**src/sv/alu_16bit_with_compare_flags_defines.svh**
```systemverilog
// Assertion macros for the ALU block.
// Used by the top level; no dependencies.
`ifndef ALU_16BIT_WITH_COMPARE_FLAGS_DEFINES_SVH
`define ALU_16BIT_WITH_COMPARE_FLAGS_DEFINES_SVH
`ifndef SYNTHESIS
`define ALU_ASSERT(label, clk, rst_n, prop, msg) \
    label: assert property (@(posedge clk) disable iff (!rst_n) prop) else $error(msg);
`define ALU_ASSERT_NORST(label, clk, prop, msg) \
    label: assert property (@(posedge clk) prop) else $error(msg);
`else
`define ALU_ASSERT(label, clk, rst_n, prop, msg)
`define ALU_ASSERT_NORST(label, clk, prop, msg)
`endif
`endif

```
**src/sv/alu16_pkg.sv**
```systemverilog
// Package for the ALU block: operation codes, compare flag positions.
// No dependencies.
package alu16_pkg;
    typedef enum logic [3:0] {
        OP_ADD = 4'd0, OP_SUB = 4'd1, OP_MUL = 4'd2, OP_DIV = 4'd3,
        OP_MOD = 4'd4, OP_AND = 4'd5, OP_NOR = 4'd6, OP_XOR = 4'd7,
        OP_CMP = 4'd8, OP_ARS = 4'd9, OP_LRS = 4'd10, OP_LLS = 4'd11
    } op_t;
    localparam int CMP_W = 11;
    localparam int CF_ZERO = 0;
    localparam int CF_EQ = 1;
    localparam int CF_NE = 2;
    localparam int CF_ULT = 3;
    localparam int CF_ULE = 4;
    localparam int CF_UGT = 5;
    localparam int CF_UGE = 6;
    localparam int CF_SLT = 7;
    localparam int CF_SLE = 8;
    localparam int CF_SGT = 9;
    localparam int CF_SGE = 10;
endpackage

```
**src/sv/alu_16bit_with_compare_flags.sv**
```systemverilog
// Top level of the pipelined ALU with compare flags.
// Depends on alu16_pkg, alu16_div and the assertion macro header.
// One operation enters per cycle unless the output stalls. The divider resolves
// one quotient bit per stage. Every operation travels the same pipeline so
// results leave in order. A stall at the output holds the whole pipeline;
// ready follows the output register being free or taken.
`include "alu_16bit_with_compare_flags_defines.svh"
module alu_16bit_with_compare_flags #(
    parameter int DATA_WIDTH = 16
) (
    input  logic                  clk,
    input  logic                  rst_n,
    input  logic                  in_valid,
    output logic                  in_ready,
    input  logic [3:0]            action,
    input  logic [DATA_WIDTH-1:0] operand_a,
    input  logic [DATA_WIDTH-1:0] operand_b,
    output logic                  out_valid,
    input  logic                  out_ready,
    output logic [DATA_WIDTH-1:0] result_word,
    output logic                  carry_flag,
    output logic                  overflow_flag,
    output logic [alu16_pkg::CMP_W-1:0] compare_flags
);
    localparam int W = DATA_WIDTH;
    localparam int SW = $clog2(W);
    localparam int TAG_W = 4 + W + 1 + 1 + alu16_pkg::CMP_W + 1;

    logic advance;
    assign advance  = !out_valid || out_ready;
    assign in_ready = advance;

    // stage 1: register operands
    logic         s1_v_reg;
    logic [3:0]   s1_op_reg;
    logic [W-1:0] s1_a_reg, s1_b_reg;
    always_ff @(posedge clk or negedge rst_n)
    begin
        if (!rst_n)
            s1_v_reg <= 1'b0;
        else if (advance)
            s1_v_reg <= in_valid;
    end
    always_ff @(posedge clk)
    begin
        if (advance)
        begin
            s1_op_reg <= action;
            s1_a_reg  <= operand_a;
            s1_b_reg  <= operand_b;
        end
    end

    // stage 2: add, subtract, logic, compare and shift results, divide flags and the raw product
    logic [W-1:0]   res_next;
    logic           car_next, ovf_next;
    logic [alu16_pkg::CMP_W-1:0] cmp_next;
    logic [W:0]     sum, dif;
    logic           eq, ult, slt, longsh, dv_zero, dv_min;
    logic [SW-1:0]  sh;
    logic [2*W-1:0] lls_wide;
    always_comb
    begin
        sum = {1'b0, s1_a_reg} + {1'b0, s1_b_reg};
        dif = {1'b0, s1_a_reg} - {1'b0, s1_b_reg};
        eq  = s1_a_reg == s1_b_reg;
        ult = dif[W];
        slt = ({~s1_a_reg[W-1], s1_a_reg[W-2:0]} < {~s1_b_reg[W-1], s1_b_reg[W-2:0]});
        longsh = s1_b_reg >= W'(W) || (W < 64 && (s1_b_reg >> SW) != '0);
        sh = s1_b_reg[SW-1:0];
        lls_wide = {{W{1'b0}}, s1_a_reg} << sh;
        dv_zero = s1_b_reg == '0;
        dv_min = s1_a_reg == {1'b1, {(W-1){1'b0}}} && s1_b_reg == {W{1'b1}};
        res_next = '0;
        car_next = 1'b0;
        ovf_next = 1'b0;
        cmp_next = '0;
        case (s1_op_reg)
            alu16_pkg::OP_ADD:
            begin
                res_next = sum[W-1:0];
                car_next = sum[W];
                ovf_next = (s1_a_reg[W-1] == s1_b_reg[W-1]) && (sum[W-1] != s1_a_reg[W-1]);
            end
            alu16_pkg::OP_SUB:
            begin
                res_next = dif[W-1:0];
                car_next = ult;
                ovf_next = (s1_a_reg[W-1] != s1_b_reg[W-1]) && (dif[W-1] != s1_a_reg[W-1]);
            end
            alu16_pkg::OP_DIV, alu16_pkg::OP_MOD:
            begin
                ovf_next = dv_zero;
                car_next = !dv_zero && dv_min;
            end
            alu16_pkg::OP_AND: res_next = s1_a_reg & s1_b_reg;
            alu16_pkg::OP_NOR: res_next = ~(s1_a_reg | s1_b_reg);
            alu16_pkg::OP_XOR: res_next = s1_a_reg ^ s1_b_reg;
            alu16_pkg::OP_CMP:
            begin
                cmp_next[alu16_pkg::CF_ZERO] = s1_a_reg == '0;
                cmp_next[alu16_pkg::CF_EQ]   = eq;
                cmp_next[alu16_pkg::CF_NE]   = !eq;
                cmp_next[alu16_pkg::CF_ULT]  = ult;
                cmp_next[alu16_pkg::CF_ULE]  = ult || eq;
                cmp_next[alu16_pkg::CF_UGT]  = !ult && !eq;
                cmp_next[alu16_pkg::CF_UGE]  = !ult;
                cmp_next[alu16_pkg::CF_SLT]  = slt;
                cmp_next[alu16_pkg::CF_SLE]  = slt || eq;
                cmp_next[alu16_pkg::CF_SGT]  = !slt && !eq;
                cmp_next[alu16_pkg::CF_SGE]  = !slt;
            end
            alu16_pkg::OP_ARS:
                res_next = longsh ? {W{s1_a_reg[W-1]}} : W'($signed(s1_a_reg) >>> sh);
            alu16_pkg::OP_LRS:
                res_next = longsh ? '0 : (s1_a_reg >> sh);
            alu16_pkg::OP_LLS:
            begin
                res_next = longsh ? '0 : lls_wide[W-1:0];
                ovf_next = longsh ? (s1_a_reg != '0) : (lls_wide[2*W-1:W] != '0);
            end
            default: ;
        endcase
    end

    logic         s2_v_reg;
    logic [3:0]   s2_op_reg;
    logic [W-1:0] s2_a_reg, s2_b_reg, s2_res_reg;
    logic         s2_car_reg, s2_ovf_reg, s2_dz_reg;
    logic [alu16_pkg::CMP_W-1:0] s2_cmp_reg;
    logic [2*W-1:0] s2_prod_reg;
    always_ff @(posedge clk or negedge rst_n)
    begin
        if (!rst_n)
            s2_v_reg <= 1'b0;
        else if (advance)
            s2_v_reg <= s1_v_reg;
    end
    always_ff @(posedge clk)
    begin
        if (advance)
        begin
            s2_op_reg   <= s1_op_reg;
            s2_a_reg    <= s1_a_reg;
            s2_b_reg    <= s1_b_reg;
            s2_res_reg  <= res_next;
            s2_car_reg  <= car_next;
            s2_ovf_reg  <= ovf_next;
            s2_cmp_reg  <= cmp_next;
            s2_dz_reg   <= dv_zero || dv_min;
            s2_prod_reg <= (2*W)'(s1_a_reg) * (2*W)'(s1_b_reg);
        end
    end

    // stage 3: product result and flags
    logic [W-1:0] m_res;
    logic         m_car, m_ovf;
    always_comb
    begin
        m_res = s2_res_reg;
        m_car = s2_car_reg;
        m_ovf = s2_ovf_reg;
        if (s2_op_reg == alu16_pkg::OP_MUL)
        begin
            m_res = s2_prod_reg[W-1:0];
            m_car = s2_prod_reg[2*W-1:W] != '0;
            m_ovf = s2_prod_reg[2*W-1:W] != {W{s2_prod_reg[W-1]}};
        end
    end

    // divider stages carry the other results alongside
    logic [TAG_W-1:0] tag_in, tag_out;
    logic             dv_valid;
    logic [W-1:0]     quo, rem;
    assign tag_in = {s2_op_reg, m_res, m_car, m_ovf, s2_cmp_reg, s2_dz_reg};

    alu16_div #(.W(W), .TAG_W(TAG_W)) u_div (
        .clk       (clk),
        .rst_n     (rst_n),
        .advance   (advance),
        .in_valid  (s2_v_reg),
        .dividend  (s2_a_reg),
        .divisor   (s2_b_reg),
        .tag_in    (tag_in),
        .out_valid (dv_valid),
        .quotient  (quo),
        .remainder (rem),
        .tag_out   (tag_out)
    );

    logic [3:0]   t_op;
    logic [W-1:0] t_res;
    logic         t_car, t_ovf, t_sp;
    logic [alu16_pkg::CMP_W-1:0] t_cmp;
    logic [W-1:0] f_res;
    assign {t_op, t_res, t_car, t_ovf, t_cmp, t_sp} = tag_out;
    always_comb
    begin
        f_res = t_res;
        if (!t_sp && t_op == alu16_pkg::OP_DIV)
            f_res = quo;
        else if (!t_sp && t_op == alu16_pkg::OP_MOD)
            f_res = rem;
    end

    logic out_v_reg;
    always_ff @(posedge clk or negedge rst_n)
    begin
        if (!rst_n)
            out_v_reg <= 1'b0;
        else if (advance)
            out_v_reg <= dv_valid;
    end
    always_ff @(posedge clk)
    begin
        if (advance)
        begin
            result_word   <= f_res;
            carry_flag    <= t_car;
            overflow_flag <= t_ovf;
            compare_flags <= t_cmp;
        end
    end
    assign out_valid = out_v_reg;

    `ALU_ASSERT(a_stall_hold, clk, rst_n, out_valid && !out_ready |=> out_valid && $stable(result_word), "output changed during stall")
    `ALU_ASSERT(a_ready, clk, rst_n, in_ready == (!out_valid || out_ready), "ready mismatch")
    `ALU_ASSERT(a_cmp_only, clk, rst_n, out_valid && compare_flags != '0 |-> result_word == '0 && !carry_flag && !overflow_flag, "compare flags with other result")
endmodule

```
**src/sv/alu16_div.sv**
```systemverilog
// Pipelined restoring divider, one quotient bit per stage, stall-aware.
// Depends on nothing; carries a tag of width TAG_W along.
module alu16_div #(
    parameter int W = 16,
    parameter int TAG_W = 1
) (
    input  logic             clk,
    input  logic             rst_n,
    input  logic             advance,
    input  logic             in_valid,
    input  logic [W-1:0]     dividend,
    input  logic [W-1:0]     divisor,
    input  logic [TAG_W-1:0] tag_in,
    output logic             out_valid,
    output logic [W-1:0]     quotient,
    output logic [W-1:0]     remainder,
    output logic [TAG_W-1:0] tag_out
);
    logic [W-1:0]     q_reg [1:W];
    logic [W-1:0]     r_reg [1:W];
    logic [W-1:0]     d_reg [1:W];
    logic [TAG_W-1:0] t_reg [1:W];
    logic [W:1]       v_reg;
    logic [W-1:0]     q_cur [W];
    logic [W-1:0]     r_cur [W];
    logic [W-1:0]     d_cur [W];
    logic [TAG_W-1:0] t_cur [W];
    logic [W-1:0]     v_cur;
    logic [W:0]       trial [W];
    logic [W:0]       diff [W];

    always_comb
    begin
        q_cur[0] = dividend;
        r_cur[0] = '0;
        d_cur[0] = divisor;
        t_cur[0] = tag_in;
        v_cur[0] = in_valid;
        for (int s = 1; s < W; s++)
        begin
            q_cur[s] = q_reg[s];
            r_cur[s] = r_reg[s];
            d_cur[s] = d_reg[s];
            t_cur[s] = t_reg[s];
            v_cur[s] = v_reg[s];
        end
        for (int s = 0; s < W; s++)
        begin
            trial[s] = {r_cur[s], q_cur[s][W-1]};
            diff[s]  = trial[s] - {1'b0, d_cur[s]};
        end
    end

    always_ff @(posedge clk or negedge rst_n)
    begin
        if (!rst_n)
            v_reg <= '0;
        else if (advance)
            v_reg <= v_cur;
    end

    always_ff @(posedge clk)
    begin
        if (advance)
        begin
            for (int s = 0; s < W; s++)
            begin
                if (diff[s][W])
                begin
                    r_reg[s+1] <= trial[s][W-1:0];
                    q_reg[s+1] <= {q_cur[s][W-2:0], 1'b0};
                end
                else
                begin
                    r_reg[s+1] <= diff[s][W-1:0];
                    q_reg[s+1] <= {q_cur[s][W-2:0], 1'b1};
                end
                d_reg[s+1] <= d_cur[s];
                t_reg[s+1] <= t_cur[s];
            end
        end
    end

    assign out_valid = v_reg[W];
    assign quotient  = q_reg[W];
    assign remainder = r_reg[W];
    assign tag_out   = t_reg[W];
endmodule
```
**config.mk**
```make
export PLATFORM = sky130hd
export DESIGN_NAME = alu_16bit_with_compare_flags
export DESIGN_NICKNAME = d
export VERILOG_FILES = /design/src/sv/alu16_pkg.sv /design/src/sv/alu_16bit_with_compare_flags.sv /design/src/sv/alu16_div.sv
export VERILOG_INCLUDE_DIRS = /design/src /design/src/sv
export SDC_FILE = /design/constraint.sdc
export NUM_CORES = 2
export LEC_CHECK = 0
export ABC_AREA = 1
export CORE_ASPECT_RATIO = 1.4
export CORE_MARGIN = 2
export CORE_UTILIZATION = 25
export DETAILED_ROUTE_END_ITERATION = 8
export DONT_BUFFER_PORTS = 1
export GPL_TIMING_DRIVEN = 0
export PLACE_DENSITY = 0.38
export SYNTH_ARGS = -nofsm -noshare
export SYNTH_HDL_FRONTEND = slang
export SYNTH_SLANG_ARGS = --single-unit
```
**constraint.sdc**
```tcl
create_clock -name clk -period 33.4 [get_ports clk]
set_input_delay 6.68 -clock clk [delete_from_list [all_inputs] [get_ports clk]]
set_output_delay 6.68 -clock clk [all_outputs]
set_load 0.03 [all_outputs]
```
## Yosys cells after proc, flatten, opt, wreduce, memory -nomap -nowiden

Memory sizes are Yosys's and may differ from the RTL's.
Index checks and enable logic that the tools add are counted.

- Register bits after elaboration: 182
- Logic and storage cells: 276
- Output and inout port bits: 31
- Bits in writable memories: 1312
- Memories: 4

- Magnitude comparators: 2
- Add/subtract/negate cells: 18
- Multipliers: 1
- Bitwise gates (word level): 38
- Equal/unequal tests: 21
- Multiplexer cells: 142
- Reduce and logical (&&, ||, !) cells: 27
- Shift operators: 3

Memory list:

| memory | words | bits a word | read ports | clocked after memory_dff | wr ports | line | RTL |
|---|---|---|---|---|---|---|---|
| u_div.t_reg | 16 | 34 | 16 | 0 | 16 | alu16_div.sv:22 | `logic [TAG_W-1:0] t_reg [1:W];` |
| u_div.d_reg | 16 | 16 | 15 | 0 | 16 | alu16_div.sv:21 | `logic [W-1:0] d_reg [1:W];` |
| u_div.q_reg | 16 | 16 | 16 | 0 | 16 | alu16_div.sv:19 | `logic [W-1:0] q_reg [1:W];` |
| u_div.r_reg | 16 | 16 | 16 | 0 | 16 | alu16_div.sv:20 | `logic [W-1:0] r_reg [1:W];` |

Operator list:

| operator | count |
|---|---|
| $mux W16 | 38 |
| $sub A17 B16 Y17 | 15 |
| $pmux W16 S8 | 1 |
| $mux W1 | 101 |
| $reduce_bool A16 Y1 | 4 |
| $eq A16 B16 Y1 const B | 2 |
| $logic_not A16 Y1 | 2 |
| $mul A16 B16 Y32 | 1 |
| $or A1 B1 Y1 | 32 |
| $shl A16 B4 Y32 | 1 |
| $eq A4 B3 Y1 const B | 5 |
| $add A16 B16 Y17 | 1 |
| $sub A1 B16 Y17 | 1 |
| $sub A16 B16 Y17 | 1 |
| $and A16 B16 Y16 | 1 |
| $eq A16 B16 Y1 | 1 |
| $eq A4 B4 Y1 const B | 4 |
| $ge A16 B5 Y1 const B | 1 |
| $lt A16 B16 Y1 | 1 |
| $ne A16 B16 Y1 | 1 |
| $not A16 Y16 | 1 |
| $or A16 B16 Y16 | 1 |
| $shr A16 B4 Y16 | 1 |
| $sshr A16 B4 Y16 | 1 |
| other kinds (13) | 34 |

## Depth between registers and ports, before layout

An unclocked memory read counts as a cell.

- Word-level depth: 6
- Gate-level depth with buffers: 26

## Cells and area by module

Synthesis repeated with hierarchy kept, for this count alone.

- Cell total of the unflattened synthesis: 7671
- Area, all modules: 79732.7 um2

By module, submodules not included:

| module | cells an instance | sequential area each (um2) | instances | area each (um2) |
|---|---|---|---|---|
| alu16_div | 5243 | 39317.7 | 1 | 60498.0 |
| alu_16bit_with_compare_flags | 2428 | 4969.8 | 1 | 19234.7 |

## Worst setup path after synthesis

No wires, ideal clock.

- Path kind: input port to output port
- Start point: input out_ready
- End point: output in_ready
- Required time: 26720 ps
- Stages: 3
- Arrival: 25231 ps
- Path buffers: 1
- Setup slack: 1489 ps
- Cell sequence: nor2_1 clkbuf_1 inv_1

- Cells in the longest elaborated chain, start to end: 1

Ends and longest elaborated chain:

| element | line | RTL |
|---|---|---|
| start: declaration | alu_16bit_with_compare_flags.sv:19 | `input logic out_ready,` |
| $logic_or A1 B1 Y1 | alu_16bit_with_compare_flags.sv:30 | `assign advance = !out_valid \|\| out_ready;` |
| end: declaration | alu_16bit_with_compare_flags.sv:14 | `output logic in_ready,` |

No other way between the ends.

## Final worst setup path

Ends and elaborated chain as after synthesis.

==> run summary <==
Post-DRT Antenna Nets -> 0
Post-DP HPWL -> 181.2 mm
TritonCTS clock tree -> yes
Row cnt -> 239
Syn avg cell area -> 10.79 um^2
# hold bufs at CTS -> 0
Post-Synthesis Cells -> 7031
Initial Utilization -> 25.09%
Worst setup path class -> input pin to output pin
Area added between synthesis and finish -> 14.30%
Core area -> 302300 um^2
Count of cell types in the netlist -> 56
Post-CTS sizing -> 0
Status -> finished, final reports clean
GR Util All Layers -> 14.99%
Met2 usage -> 29.56%
Commonest non-fill, non-tap cell in the layout -> nand2_1
Number of flops mapped to enable cells by yosys -> 1459
CTS sink cnt -> 1478
Share of layout cells above drive strength 1 -> 5.767%
Drt total wl -> 233.1 mm
Setup WS pre-CTS -> 18.28 ns
Detailed-route wire length per cell -> 20.58 um
First-pass DRT Iterations -> 8
Min-Delay Path Class -> register to register
Antenna violations before repair -> 10
Yosys Warn Count -> 0
Delay of the slowest critical-path stage -> 0.51 ns
Cell area after synthesis -> 75850 um^2
GR peak layer -> met2
Count of state elements after synthesis -> 1478
Htree depth -> 4
Final layout net count -> 7873
Max-cap viol count -> 0
Commonest non-fill, non-tap cells in the layout -> 1851 x nand2_1, 1459 x edfxtp_1, 956 x inv_1
Fin. Hold Viols -> 0
Critical path's slowest cell -> clkbuf_1
Buffers and inverters on the worst path -> 3
Final-report max-slew violation count -> 0
PnR worst setup slack -> 18.32 ns
Post CTS Setup Buffer Count -> 0
CTS Buffer Depth -> 4
Critical path required time -> 26.72 ns
Grt met3 use -> 1.753%
Worst-Margin Slew -> 1.354 ns
Num CTS Buffers -> 171
Worst setup SP type -> input pin
Final period utilization -> 45.14%
PortBufs -> 0
CP endpoint kind -> output pin
Met1 usage -> 15.08%
Max FO, Critical Path -> 85
Die Span Y -> 655.7 um
Root Driver -> clkbuf_16
# setup viols final -> 0
Die area -> 307900 um^2
Seq/Total Area, Yosys -> 58.39%
Minimum clock period -> 15.08 ns
Grt total ovfl -> 0
Die width -> 469.5 um
Final Util -> 28.68%
Vias in the first global route -> 52630
Max reg flops -> 544
CP arrival -> 8.40 ns
Max Clock Skew -> 0.07655 ns
Drt first-iter violations -> 3006
Top_reg_cell synth -> edfxtp_1
Skew-Pair Late Insertion Delay -> 0.85 ns
Clock transition at path regs -> 0.06 ns
Ordered cell list for the critical path -> nor2_1, clkbuf_1, inv_8, buf_16
Asr flop ratio synth -> 1.286%
Fmax -> 66.32 MHz
Mean number of vias per cell -> 4.358
Global-route wire length before repair -> 343.3 mm
Drt drc -> 0
Slew margin rel. -> 8.875%
RSZ-0062 raised after global routing -> no
Routed vias -> 49380
GP Congestion -> 0.9006
Top cell family by delay on the critical path -> buffers and inverters
Largest net degree at the start of global routing -> 131
I/O Pins -> 71
-- area by class of cell --
cell class / instances / area (um^2)
diodes: 3 / 7.507
plain buffers: 172 / 907.1
clock buffers: 207 / 4529
clock inverters: 92 / 892.1
fillers: 31320 / 215600
inverters: 965 / 3630
multi-input cells: 4422 / 27070
flip-flops and latches: 1478 / 44290
well taps: 3976 / 4975
repair buffers: 16 / 395.4
-- synth_stat cells (5+ instances only) --
library cell / count / area (um^2)
dfrtp_1: 19 / 475.5
xnor2_1: 23 / 201.4
o21a_1: 5 / 37.54
nand2b_1: 7 / 43.79
o21ai_0: 200 / 1001
a21o_1: 21 / 157.7
edfxtp_1: 1459 / 43810
buf_2: 38 / 190.2
buf_4: 17 / 127.6
nor2_1: 302 / 1134
xor2_1: 143 / 1252
nand2_2: 26 / 162.7
nand3_1: 546 / 2733
ha_1: 396 / 4955
nand2_1: 1851 / 6948
nand4_1: 66 / 412.9
nand3_2: 6 / 60.06
a31oi_1: 27 / 168.9
o21bai_1: 26 / 195.2
a21oi_1: 326 / 1632
buf_6: 16 / 180.2
o21ai_1: 14 / 70.07
o21ai_2: 9 / 78.83
fa_1: 211 / 4224
nor3_1: 37 / 185.2
clkbuf_1: 89 / 334.1
nand2_4: 32 / 360.4
and2_1: 8 / 50.05
nand3b_1: 72 / 540.5
inv_2: 6 / 22.52
buf_1: 7 / 26.28
inv_1: 957 / 3592
nor4_1: 25 / 156.4
-- kinds of logic after synthesis --
kind of cell,count (synthesis),share of synthesized area [%]
compound gates,653,4.667
xor+xnor,166,1.917
fa+ha+maj,607,12.10
buf+inv,1137,5.953
flops,1478,58.39
mux,1,0.01320
other cells,1,0.004944
simple gates,2988,16.95
-- final timing paths --
| check | from | to | slack [ns] | cells after the start |
|---|---|---|---|---|
| max | out_ready | in_ready | 18.32 | 4 |
| min | u_div.t_reg[0][278]$_DFFE_PN_ | u_div.t_reg[0][312]$_DFFE_PN_ | 0.36 | 0 |
| max reg2reg | s1_b_reg[3]$_DFFE_PN_ | s2_prod_reg[25]$_DFFE_PN_ | 25.57 | 20 |
| min reg2reg | u_div.t_reg[0][278]$_DFFE_PN_ | u_div.t_reg[0][312]$_DFFE_PN_ | 0.36 | 0 |
| max in group asynchronous | rst_n | u_div.v_reg[5]$_DFFE_PN0N_ | 27.74 | 0 |
| min in group asynchronous | rst_n | out_valid$_DFFE_PN0N_ | 5.57 | 0 |
-- metrics by stage --
stage / instances / setup TNS, ns / cell area (um^2) / hold slack, ns
after floorplan: 7037 / 0 / 75870 / 0.4003
after global placement: 11010 / -3758.37 / 80850 / 0.4005
after detailed placement: 11030 / 0 / 81270 / 0.4045
after CTS: 11330 / 0 / 86690 / 0.3433
after global routing: 11330 / 0 / 86690 / 0.3563
final: 11330 / 0 / 86700 / 0.3635
-- layer usage --
layer  vias up  share of wire [%]
li1      24040                  -
met1     23890                 36
met2       979                 56
met3       469                2.9
met4         0                5.8
met5         -                  0
Power is not shown: default switching activity piles up to over one toggle a cycle in this logic, so the estimate is an artifact.
